### src/design/tccp_pkg.sv
`default_nettype none

package tccp_pkg;

    // file header: identifier bytes, then minor and major version
    localparam logic [3:0] IDENT_BYTES    = 4'd10;
    // byte index of the sixth (last) chunk header byte
    localparam logic [2:0] CHUNK_LAST_IDX = 3'd5;

    localparam int QUEUE_DEPTH = 2;
    localparam int OUT_DATA_W  = 104;

    typedef enum logic [2:0] {
        PH_FILE_HDR  = 3'b001,
        PH_CHUNK_HDR = 3'b010,
        PH_PAYLOAD   = 3'b100
    } phase_t;

    typedef enum logic [2:0] {
        ST_OK        = 3'd0,
        ST_TOO_SMALL = 3'd1,
        ST_BAD_IDENT = 3'd2,
        ST_OVERRUN   = 3'd3,
        ST_TOO_LONG  = 3'd4
    } status_t;

    typedef enum logic {
        KIND_CHUNK = 1'b0,
        KIND_DONE  = 1'b1
    } kind_t;

    typedef struct packed {
        kind_t       kind;
        logic [15:0] chunk_id;
        logic [31:0] chunk_length;
        logic [31:0] payload_offset;
        logic [7:0]  version_minor;
        logic [7:0]  version_major;
        status_t     status;
    } record_t;

    function automatic logic [7:0] ident_byte(input logic [3:0] idx);
        logic [7:0] b;
        case (idx)
            4'd0:    b = 8'h55;
            4'd1:    b = 8'h45;
            4'd2:    b = 8'h46;
            4'd3:    b = 8'h20;
            4'd4:    b = 8'h46;
            4'd5:    b = 8'h69;
            4'd6:    b = 8'h6C;
            4'd7:    b = 8'h65;
            4'd8:    b = 8'h21;
            default: b = 8'h00;
        endcase
        return b;
    endfunction

endpackage

`default_nettype wire

### src/design/tape_container_chunk_parser.sv
// chunk container parser
// s_* channel: one file byte per beat, s_tlast on the final byte of a file.
// m_* channel: one record per beat; m_tuser 0 is a chunk record, 1 a done record.
// a chunk record comes out for every 6-byte chunk header that is not the final
// byte; a done record with the parse status comes out on the final byte.
// chunk records always carry status ok, so drop them unless the done record says ok.
// throughput: one byte per cycle while the record queue is not full; the front
// parser updates its counters and assembly registers as each byte is accepted.
// path: a record passes through the record queue and then the output register
// before it is on m_tdata; a stalled receiver can hold it in the queue.
// stall: a two-entry record queue plus the output register absorb a stalled
// receiver; s_tready drops only when the queue is full.
// reset: parser returns to the file header, queue and output are emptied.
// after each done record the parser is back in that state for the next file.
`default_nettype none

module tape_container_chunk_parser
    import tccp_pkg::*;
#(
    parameter int OFFSET_BITS = 32
) (
    input  logic                  clk,
    input  logic                  rst_n,
    input  logic                  s_tvalid,
    output logic                  s_tready,
    input  logic [7:0]            s_tdata,   // file_byte
    input  logic                  s_tlast,   // end_of_file
    output logic                  m_tvalid,
    input  logic                  m_tready,
    output logic [OUT_DATA_W-1:0] m_tdata,   // chunk_id, chunk_length, payload_offset,
                                             // version_minor, version_major, parse_status
    output logic                  m_tuser    // record_kind
);

    logic    in_accept;
    logic    rec_push;
    record_t push_rec;
    record_t pop_rec;
    logic    q_pop;
    logic    q_empty;
    logic    q_full;

    assign s_tready  = !q_full;
    assign in_accept = s_tvalid && s_tready;

    tccp_front #(
        .OFFSET_BITS (OFFSET_BITS)
    ) u_front (
        .clk       (clk),
        .rst_n     (rst_n),
        .in_accept (in_accept),
        .in_byte   (s_tdata),
        .in_last   (s_tlast),
        .rec_push  (rec_push),
        .rec       (push_rec)
    );

    tccp_queue u_queue (
        .clk      (clk),
        .rst_n    (rst_n),
        .push     (rec_push),
        .push_rec (push_rec),
        .pop      (q_pop),
        .pop_rec  (pop_rec),
        .empty    (q_empty),
        .full     (q_full)
    );

    tccp_back u_back (
        .clk      (clk),
        .rst_n    (rst_n),
        .q_empty  (q_empty),
        .q_rec    (pop_rec),
        .q_pop    (q_pop),
        .m_tvalid (m_tvalid),
        .m_tready (m_tready),
        .m_tdata  (m_tdata),
        .m_tuser  (m_tuser)
    );

endmodule

`default_nettype wire

### src/design/tccp_front.sv
`default_nettype none

module tccp_front
    import tccp_pkg::*;
#(
    parameter int OFFSET_BITS = 32
) (
    input  logic       clk,
    input  logic       rst_n,
    input  logic       in_accept,
    input  logic [7:0] in_byte,
    input  logic       in_last,
    output logic       rec_push,
    output record_t    rec
);

    localparam int POS_W = OFFSET_BITS + 1;
    localparam int EXT_W = (POS_W > 32) ? POS_W : 32;
    localparam logic [POS_W-1:0] POS_STUCK = {1'b1, {(OFFSET_BITS-1){1'b0}}, 1'b1};

    phase_t           phase_reg, phase_next;
    logic [POS_W-1:0] pos_reg, pos_next;
    logic [2:0]       k_reg, k_next;
    logic [15:0]      id_reg, id_next;
    logic [31:0]      len_reg, len_next;
    logic [31:0]      rem_reg, rem_next;
    logic             mismatch_reg, mismatch_next;
    logic [7:0]       vmin_reg, vmin_next;
    logic [7:0]       vmaj_reg, vmaj_next;

    logic [POS_W-1:0] pos_inc;
    logic [EXT_W-1:0] inc_ext;
    logic [3:0]       pos_lo;
    logic [15:0]      id_cur;
    logic [31:0]      len_cur;
    logic [31:0]      rem_dec;
    logic             emit_chunk;
    status_t          status;

    assign pos_inc = pos_reg + POS_W'(1);
    assign inc_ext = EXT_W'(pos_inc);
    assign pos_lo  = pos_reg[3:0];
    assign rem_dec = rem_reg - 32'd1;

    always_comb
    begin
        phase_next    = phase_reg;
        pos_next      = pos_reg;
        k_next        = k_reg;
        id_next       = id_reg;
        len_next      = len_reg;
        rem_next      = rem_reg;
        mismatch_next = mismatch_reg;
        vmin_next     = vmin_reg;
        vmaj_next     = vmaj_reg;
        id_cur        = id_reg;
        len_cur       = len_reg;
        emit_chunk    = 1'b0;
        status        = ST_OK;
        rec           = '0;
        rec_push      = 1'b0;

        if (in_accept)
        begin
            pos_next = pos_reg[OFFSET_BITS] ? POS_STUCK : pos_inc;

            unique case (phase_reg)
                PH_FILE_HDR:
                begin
                    // position never passes 11 in this phase
                    if (pos_lo < IDENT_BYTES)
                    begin
                        if (in_byte != ident_byte(pos_lo))
                            mismatch_next = 1'b1;
                    end
                    else if (pos_lo == IDENT_BYTES)
                        vmin_next = in_byte;
                    else
                    begin
                        vmaj_next  = in_byte;
                        phase_next = PH_CHUNK_HDR;
                        k_next     = '0;
                    end
                end
                PH_CHUNK_HDR:
                begin
                    case (k_reg)
                        3'd0:    id_cur[7:0]    = in_byte;
                        3'd1:    id_cur[15:8]   = in_byte;
                        3'd2:    len_cur[7:0]   = in_byte;
                        3'd3:    len_cur[15:8]  = in_byte;
                        3'd4:    len_cur[23:16] = in_byte;
                        default: len_cur[31:24] = in_byte;
                    endcase
                    if (k_reg == CHUNK_LAST_IDX)
                    begin
                        // a header ending on the last byte gives no chunk record
                        if (!in_last)
                        begin
                            emit_chunk = 1'b1;
                            if (len_cur != '0)
                            begin
                                rem_next   = len_cur;
                                phase_next = PH_PAYLOAD;
                            end
                        end
                        k_next   = '0;
                        id_next  = '0;
                        len_next = '0;
                    end
                    else
                    begin
                        k_next   = k_reg + 3'd1;
                        id_next  = id_cur;
                        len_next = len_cur;
                    end
                end
                PH_PAYLOAD:
                begin
                    rem_next = rem_dec;
                    if (rem_dec == '0)
                        phase_next = PH_CHUNK_HDR;
                end
                default:
                begin
                    phase_next = PH_FILE_HDR;
                end
            endcase

            if (in_last)
            begin
                if (phase_next == PH_FILE_HDR)
                    status = ST_TOO_SMALL;
                else if (mismatch_next)
                    status = ST_BAD_IDENT;
                else if (pos_reg[OFFSET_BITS])
                    status = ST_TOO_LONG;
                else if (phase_next == PH_PAYLOAD)
                    status = ST_OVERRUN;

                rec.kind   = KIND_DONE;
                rec.status = status;
                if (status == ST_OK)
                begin
                    rec.version_minor = vmin_next;
                    rec.version_major = vmaj_next;
                end
                rec_push = 1'b1;

                // next beat starts a new file
                phase_next    = PH_FILE_HDR;
                pos_next      = '0;
                k_next        = '0;
                id_next       = '0;
                len_next      = '0;
                rem_next      = '0;
                mismatch_next = 1'b0;
                vmin_next     = '0;
                vmaj_next     = '0;
            end
            else if (emit_chunk)
            begin
                rec.kind           = KIND_CHUNK;
                rec.chunk_id       = id_cur;
                rec.chunk_length   = len_cur;
                rec.payload_offset = inc_ext[31:0];
                rec.version_minor  = vmin_reg;
                rec.version_major  = vmaj_reg;
                rec.status         = ST_OK;
                rec_push           = 1'b1;
            end
        end
    end

    always_ff @(posedge clk or negedge rst_n)
    begin
        if (!rst_n)
        begin
            phase_reg    <= PH_FILE_HDR;
            pos_reg      <= '0;
            k_reg        <= '0;
            id_reg       <= '0;
            len_reg      <= '0;
            rem_reg      <= '0;
            mismatch_reg <= 1'b0;
            vmin_reg     <= '0;
            vmaj_reg     <= '0;
        end
        else
        begin
            phase_reg    <= phase_next;
            pos_reg      <= pos_next;
            k_reg        <= k_next;
            id_reg       <= id_next;
            len_reg      <= len_next;
            rem_reg      <= rem_next;
            mismatch_reg <= mismatch_next;
            vmin_reg     <= vmin_next;
            vmaj_reg     <= vmaj_next;
        end
    end

endmodule

`default_nettype wire

### src/design/tccp_queue.sv
`default_nettype none

module tccp_queue
    import tccp_pkg::*;
(
    input  logic    clk,
    input  logic    rst_n,
    input  logic    push,
    input  record_t push_rec,
    input  logic    pop,
    output record_t pop_rec,
    output logic    empty,
    output logic    full
);

    localparam int PTR_W = (QUEUE_DEPTH > 1) ? $clog2(QUEUE_DEPTH) : 1;
    localparam int CNT_W = $clog2(QUEUE_DEPTH + 1);
    localparam logic [PTR_W-1:0] PTR_LAST = PTR_W'(QUEUE_DEPTH - 1);
    localparam logic [CNT_W-1:0] CNT_FULL = CNT_W'(QUEUE_DEPTH);

    record_t          slot_reg [QUEUE_DEPTH];
    logic [PTR_W-1:0] wr_ptr_reg, wr_ptr_next;
    logic [PTR_W-1:0] rd_ptr_reg, rd_ptr_next;
    logic [CNT_W-1:0] cnt_reg, cnt_next;
    logic             do_push, do_pop;

    assign empty   = (cnt_reg == '0);
    assign full    = (cnt_reg == CNT_FULL);
    assign do_push = push && !full;
    assign do_pop  = pop && !empty;
    assign pop_rec = slot_reg[rd_ptr_reg];

    always_comb
    begin
        wr_ptr_next = wr_ptr_reg;
        rd_ptr_next = rd_ptr_reg;
        cnt_next    = cnt_reg;
        if (do_push)
            wr_ptr_next = (wr_ptr_reg == PTR_LAST) ? '0 : wr_ptr_reg + PTR_W'(1);
        if (do_pop)
            rd_ptr_next = (rd_ptr_reg == PTR_LAST) ? '0 : rd_ptr_reg + PTR_W'(1);
        if (do_push && !do_pop)
            cnt_next = cnt_reg + CNT_W'(1);
        else if (do_pop && !do_push)
            cnt_next = cnt_reg - CNT_W'(1);
    end

    always_ff @(posedge clk)
    begin
        if (do_push)
            slot_reg[wr_ptr_reg] <= push_rec;
    end

    always_ff @(posedge clk or negedge rst_n)
    begin
        if (!rst_n)
        begin
            wr_ptr_reg <= '0;
            rd_ptr_reg <= '0;
            cnt_reg    <= '0;
        end
        else
        begin
            wr_ptr_reg <= wr_ptr_next;
            rd_ptr_reg <= rd_ptr_next;
            cnt_reg    <= cnt_next;
        end
    end

endmodule

`default_nettype wire

### src/design/tccp_back.sv
`default_nettype none

module tccp_back
    import tccp_pkg::*;
(
    input  logic                  clk,
    input  logic                  rst_n,
    input  logic                  q_empty,
    input  record_t               q_rec,
    output logic                  q_pop,
    output logic                  m_tvalid,
    input  logic                  m_tready,
    output logic [OUT_DATA_W-1:0] m_tdata,
    output logic                  m_tuser
);

    logic    valid_reg, valid_next;
    record_t rec_reg;

    // refill the output beat when it is empty or being taken
    assign q_pop      = !q_empty && (!valid_reg || m_tready);
    assign valid_next = q_pop ? 1'b1 : (valid_reg && !m_tready);

    always_ff @(posedge clk)
    begin
        if (q_pop)
            rec_reg <= q_rec;
    end

    always_ff @(posedge clk or negedge rst_n)
    begin
        if (!rst_n)
            valid_reg <= 1'b0;
        else
            valid_reg <= valid_next;
    end

    assign m_tvalid = valid_reg;
    assign m_tuser  = rec_reg.kind;
    assign m_tdata  = {5'b0, rec_reg.status, rec_reg.version_major, rec_reg.version_minor,
                       rec_reg.payload_offset, rec_reg.chunk_length, rec_reg.chunk_id};

endmodule

`default_nettype wire

### config.mk
export PLATFORM = sky130hd
export DESIGN_NAME = tape_container_chunk_parser
export DESIGN_NICKNAME = d
export VERILOG_FILES = /design/src/design/tccp_pkg.sv /design/src/design/tape_container_chunk_parser.sv /design/src/design/tccp_front.sv /design/src/design/tccp_queue.sv /design/src/design/tccp_back.sv
export SDC_FILE = /design/constraint.sdc
export NUM_CORES = 1
export LEC_CHECK = 0
export ABC_AREA = 1
export BUFFER_PORTS_ARGS = -buffer_cell sky130_fd_sc_hd__buf_2
export CORE_MARGIN = 10
export CORE_UTILIZATION = 40
export DETAILED_ROUTE_END_ITERATION = 8
export SLEW_MARGIN = 0
export SYNTH_ARGS = -nofsm -noshare
export SYNTH_HDL_FRONTEND = slang
export SYNTH_SLANG_ARGS = --single-unit
### constraint.sdc
create_clock -name clk -period 18.45 [get_ports clk]
set_input_delay 1.845 -clock clk [delete_from_list [all_inputs] [get_ports clk]]
set_output_delay 1.845 -clock clk [all_outputs]
set_load 0.01 [all_outputs]
Word level (Yosys, flattened, before mapping)
Memories as Yosys holds them, arrays and structs flattened. A register that Yosys moved wholly into a read port is not among the register bits. Index checks and enable logic that the tools add are counted.

Flip-flop bits (word level): 141. Latch bits: 0. RAM bits: 200. Memory bits (read-only): 112. Bits of input ports: 13. Output and inout port bits: 107. Word-level logic and storage cells: 151. Memories kept: 2.

Add/subtract/negate cells: 7. $mul: 0. Div/mod/pow operators: 0. Order comparisons: 1. Equal/unequal tests: 17. Shift operators: 0. Multiplexer cells: 84. Bitwise gates (word level): 0. Reductions and logical operators: 27.

Memory list: u_queue.slot_reg (depth 2, bits a word 100, read ports 1, clocked after memory_dff 1, wr ports 1, RTL line tccp_queue.sv:21) `record_t slot_reg [QUEUE_DEPTH];`; (name not given) (depth 16, bits a word 7, read ports 1, clocked after memory_dff 0, wr ports 0, RTL line tccp_pkg.sv:44) `case (idx)`.

Operator list (count): two-way mux 32 bit (7); two-way mux 8 bit (25); two-way mux 100 bit (1); two-way mux 99 bit (1); two-way mux 16 bit (5); two-way mux 80 bit (1); two-way mux 33 bit (2); case mux 32 bit (2 select lines) (1); two-way mux 3 bit (17); adder 33 x 1 -> 33 bit, second input constant (1); logical NOT 32 bit (1); nonzero test 32 bit (1); subtractor 32 x 1 -> 32 bit, second input constant (1); two-way mux 19 bit (1); two-way mux 1 bit (18); equality test 3 bit, second input constant (4); equality test 3 x 1 -> 1 bit, second input constant (3); equality test 3 x 2 -> 1 bit, second input constant (3); case mux 3 bit (3 select lines) (1); inequality test 8 bit (1); AND reduction 4 bit (2); logical AND 1 bit (7); logical NOT 1 bit (6); logical NOT 3 bit (2); other kinds (17) (24).

Logic depth before layout (Yosys ltp)
Word-level depth: 22. Gate-level depth with buffers: 17.

Cells and area by module
Synthesis repeated with hierarchy kept, for this count alone.

Cell total of the unflattened synthesis: 1978. Area, all modules: 19612.6 um2.

Modules (own cells, without submodules): tccp_front (times used 1, cells each 1310, area each 8921.1 um2, seq. area each 3404.5 um2); tccp_queue (times used 1, cells each 554, area each 7588.5 um2, seq. area each 6105.9 um2); tccp_back (times used 1, cells each 111, area each 3089.2 um2, seq. area each 3027.9 um2); tape_container_chunk_parser (times used 1, cells each 3, area each 13.8 um2, seq. area each 0.0 um2).

Least setup slack after synthesis
OpenSTA, ideal clock, no wires.

Path kind: input port to flip-flop. From: input port s_tlast. To: memory u_queue.slot_reg[0][0] in the netlist's numbering, enable pin. Library setup time: 0.560 ns. Arrival: 6.672 ns. Setup slack: 11.218 ns. Stages on the path: 6. Cells stage by stage: clkinv_1 nand2_1 nand2_1 inv_1 nand2_1 nor2_1.

Longest elaborated chain between the ends: 10.

Ends and longest elaborated chain: from (decl) (RTL line tape_container_chunk_parser.sv:27) `input logic s_tlast,`; two-way mux 1 bit (RTL line tccp_front.sv:98) `if (!in_last)`; two-way mux 1 bit (RTL line tccp_front.sv:95) `if (k_reg == CHUNK_LAST_IDX)`; two-way mux 1 bit (RTL line tccp_front.sv:67) `unique case (phase_reg)`; two-way mux 1 bit (RTL line tccp_front.sv:63) `if (in_accept)`; two-way mux 1 bit (RTL line tccp_front.sv:161) `else if (emit_chunk)`; two-way mux 1 bit (*) (RTL line tccp_front.sv:130) `if (in_last)`; two-way mux 1 bit (*) (RTL line tccp_front.sv:63); logical AND 1 bit (*) (RTL line tccp_queue.sv:29) `assign do_push = push && !full;`; two-way mux 1 bit (*) (RTL line tccp_queue.sv:50) `if (do_push)`; two-way mux 1 bit (not written as such) (*) (RTL line tccp_queue.sv:51) `slot_reg[wr_ptr_reg] <= push_rec;`; to (decl) (RTL line tccp_queue.sv:21).

Mark *: on every way between the ends. The rest lies on a longest branch, timed or not. The select of a mux whose other input is x is not followed.

Worst setup path after layout
From: input port s_tlast. To: memory u_queue.slot_reg[0][70] in the netlist's numbering, enable pin.

Same word-level chain as after synthesis.

==> results.py <==
metrics = {
    "yosys": {
        "yosysUniqueCellTypes": 39,
        "synth_edf_count": 300,
        "synthAdderAreaFrac": 0.00642,
        "yosys.area_share.simple": 0.194,
        "synth-seq-cells": 441,
        "synth_top_family_by_area": "simple AND/OR/NAND/NOR gates",
        "ys_warn_count": 0,
        "async_flop_share": 0.320,
        "synth_area_sq_um": 19500,
        "ys.flop_type": "edfxtp_1",
        "ys_seq_area_frac": 0.643,
        "syn_avg_cell_area_sq_um": 9.85,
        "synthMuxAreaShare": 0,
        "synth_compound_area_frac": 0.0843,
        "synth-xor-area-share": 0.0157,
        "synth_cells": 1980,
    },
    "sta": {
        "setup_viol": 0,
        "fmax_ghz": 0.139,
        "fin_crit_sh": 0.390,
        "worstMarginPinSlew_ps": 1220,
        "drv_slew": 0,
        "fin_skew_ps": 15.2,
        "rsz0062_at_grt": "false",
        "hold_viol": 0,
        "setup_tns_ps": 0,
        "fin_crit_ps": 7200,
        "max_slew_margin": 0.183,
    },
    "global_routing": {
        "grt_pass1_vias": 13100,
        "grt_use_total": 0.157,
        "gr-total-overflow": 0,
        "grt_max_degree": 97,
        "antenna_found_initial": 0,
        "grt_pass1_wl_mm": 72.8,
    },
    "setup_path": {
        "crit_required_ps": 18630,
        "cp.buffers_inverters": 4,
        "path_common_cell": "nand2_1",
        "path_class": "in2reg",
        "critPathLaunchType": "input port",
        "crit_chain": "buf_2, clkinv_1, nand2_1, nand2_1, inv_1, nand2_1, nor2_4, buf_4",
        "worstPathArrival_ps": 7380,
        "worst_path_max_delay_cell": "inv_1",
        "worst_setup_path_end_kind": "flip-flop",
        "crit_fanout": 66,
        "slowest_delay_ps": 1010,
        "critPathTopFamily": "buffers and inverters",
    },
    "place": {
        "place_hpwl_mm": 30.0,
        "gp_congestion": 0.899,
        "post-place-cells": 2634,
        "io_buffers": 114,
    },
    "job": {
        "cap_violations": 0,
    },
    "floorplan": {
        "fp.dieArea_sq_um": 58000,
        "io_pins": 120,
        "die_w_um": 241,
        "die_y_um": 241,
        "floorplan.initialDensity": 0.407,
        "core_sq_um": 47900,
        "num_rows": 80,
    },
    "route": {
        "wl_per_cell_um": 16.9,
        "finalWirelength_mm": 45.9,
        "drc_errors": 0,
        "vias": 13900,
        "dr.pass1.iters": 6,
        "dr.first_iter.drc_count": 1133,
        "routed_via_density": 5.10,
        "postRouteAntennaNets": 0,
    },
    "power_and_ir_drop": {
        "ir_drop_mv": 0.0612,
        "powerDensity_nw_per_um2": 122,
        "leakage_nw": 9.38,
    },
    "cells_and_area": {
        "finalNonFillerCells": 2719,
        "nets": 2090,
        "largest_reg_flops": 200,
        "drive_above_1_share": 0.106,
        "post-route-util": 0.459,
        "antenna_cells": 0,
        "area_growth_pct": 13.0,
    },
    "clock_network": {
        "clock_sinks": 441,
        "ctsRootBufferMaster": "clkbuf_16",
        "cts_hold_buf": 0,
        "cts-resized-gates": 0,
        "clock_path_buffers": 3,
        "postCtsSetupRepairBufs": 0,
        "htree_levels": 2,
        "cts_buffers": 46,
        "path_clk_slew_ps": 60,
        "clk_latency_ps": 570,
        "cts_tree": "done",
    },
    "worst_hold_path": {
        "hp-class": "reg2reg",
    },
    "status": {
        "status": "completed",
    },
}
## placed cells by master, fill, tap and decap left out, types with 4 or more instances in the layout
master     synthesis  layout
nand2_1          608     608
edfxtp_1         300     300
nor2_1           189     187
inv_1            178     175
dfrtp_1          140     139
o21ai_0          126     126
buf_2              7     113
o22ai_1           66      66
nand3_1           54      53
clkbuf_16          0      47
nand4_1           34      34
o21ai_1           32      32
xor2_1            32      32
a21oi_1           29      29
nor3_1            18      17
o2111ai_1         16      16
clkbuf_1          66      14
buf_4              8      12
clkinv_1           2      11
ha_1              10      10
o31ai_1            9       9
nor2_2             7       7
o211ai_1           7       7
nand2_2            6       6
nor4_1             6       6
conb_1             1       5
clkinv_2           0       5
inv_2              2       4
nor2_4             2       4
clkbuf_8           0       4
## worst paths after layout
path / slack (ps) / cells after the start / to / startpoint
worst min-delay path: 480 / 2 / u_front.len_reg[13]$_DFFE_PN0P_ / u_front.len_reg[13]$_DFFE_PN0P_
min in group asynchronous: 1300 / 1 / u_front.rem_reg[2]$_DFFE_PN0P_ / rst_n
worst max-delay path: 11250 / 8 / u_queue.slot_reg[0][70]$_DFFE_PP_ / s_tlast
max in group asynchronous: 15620 / 2 / u_queue.rd_ptr_reg$_DFFE_PN0P_ / rst_n
worst min register to register: 480 / 2 / u_front.len_reg[13]$_DFFE_PN0P_ / u_front.len_reg[13]$_DFFE_PN0P_
worst max register to register: 12950 / 9 / u_queue.slot_reg[0][70]$_DFFE_PP_ / u_front.phase_reg[1]$_DFFE_PN0P_
## cell type report
class,count,area [sq um]
flip-flops and latches,441,12500
clock buffers,65,1280
multi-input cells,1270,5900
repair buffers,126,667
inverters,182,686
fillers,4415,25900
well taps,615,769
clock inverters,20,173
## power by group
group	internal (mW)	switching, mW
registers	1.24	0.0471
clock network	0.526	0.374
logic	0.136	0.356
## worst min-delay path: cells and delay by family, from the launching register on
family | cells | cell delay (ps)
AND/OR/NAND/NOR | 1 | 50
flip-flops | 1 | 340
AO/OA/AOI/OAI | 1 | 60
## synth_stat cells, types with 2 or more instances
| cell type | number | share of area |
|---|---|---|
| o22ai_1 | 66 | 0.021 |
| buf_1 | 4 | 0.00077 |
| nor2_4 | 2 | 0.0012 |
| buf_4 | 8 | 0.0031 |
| xor2_1 | 32 | 0.014 |
| inv_1 | 178 | 0.034 |
| inv_2 | 2 | 0.00039 |
| a21oi_1 | 29 | 0.0074 |
| nand4_1 | 34 | 0.011 |
| nor3_1 | 18 | 0.0046 |
| nand2_1 | 608 | 0.12 |
| o31ai_1 | 9 | 0.0035 |
| nand3_1 | 54 | 0.014 |
| or2_2 | 2 | 0.00064 |
| nand2_4 | 2 | 0.0012 |
| xnor2_1 | 3 | 0.0013 |
| dfrtp_1 | 140 | 0.18 |
| nor4_1 | 6 | 0.0019 |
| clkinv_1 | 2 | 0.00039 |
| a21oi_2 | 3 | 0.0013 |
| buf_2 | 7 | 0.0018 |
| nor2_2 | 7 | 0.0022 |
| buf_6 | 5 | 0.0029 |
| o21ai_1 | 32 | 0.0082 |
| clkbuf_1 | 66 | 0.013 |
| o211ai_1 | 7 | 0.0027 |
| ha_1 | 10 | 0.0064 |
| nand2_2 | 6 | 0.0019 |
| o2111ai_1 | 16 | 0.0072 |
| nor2_1 | 189 | 0.036 |
| o21ai_0 | 126 | 0.032 |
| edfxtp_1 | 300 | 0.46 |
## metrics by stage
stage,area (sq um),hold slack [ps],setup slack [ps],total power [mW]
global route,22000,494,10700,2.82
finish,22000,479,11250,2.68
detailed placement,20600,466,10660,1.82
CTS,22000,481,11230,2.72
floorplan,19500,446,11220,1.61
global placement,20600,460,10650,1.81
## logic make-up after synthesis
kind of cell / count (synthesis)
AO/OA/AOI/OAI: 289
AND/OR/NAND/NOR: 931
flip-flops: 441
buffers and inverters: 273
adder cells (fa/ha/maj): 10
other: 1
XOR/XNOR: 35
## layer usage
| layer | wire (um) | vias to the layer above | track usage |
|---|---|---|---|
| met5 | 0 | - | 0 |
| met4 | 1100 | 0 | 0.0472 |
| met3 | 2540 | 75 | 0.0229 |
| met2 | 21900 | 341 | 0.257 |
| met1 | 20300 | 6632 | 0.214 |
| li1 | - | 6810 | - |
No activity file was read; power rests on OpenSTA's default activity.
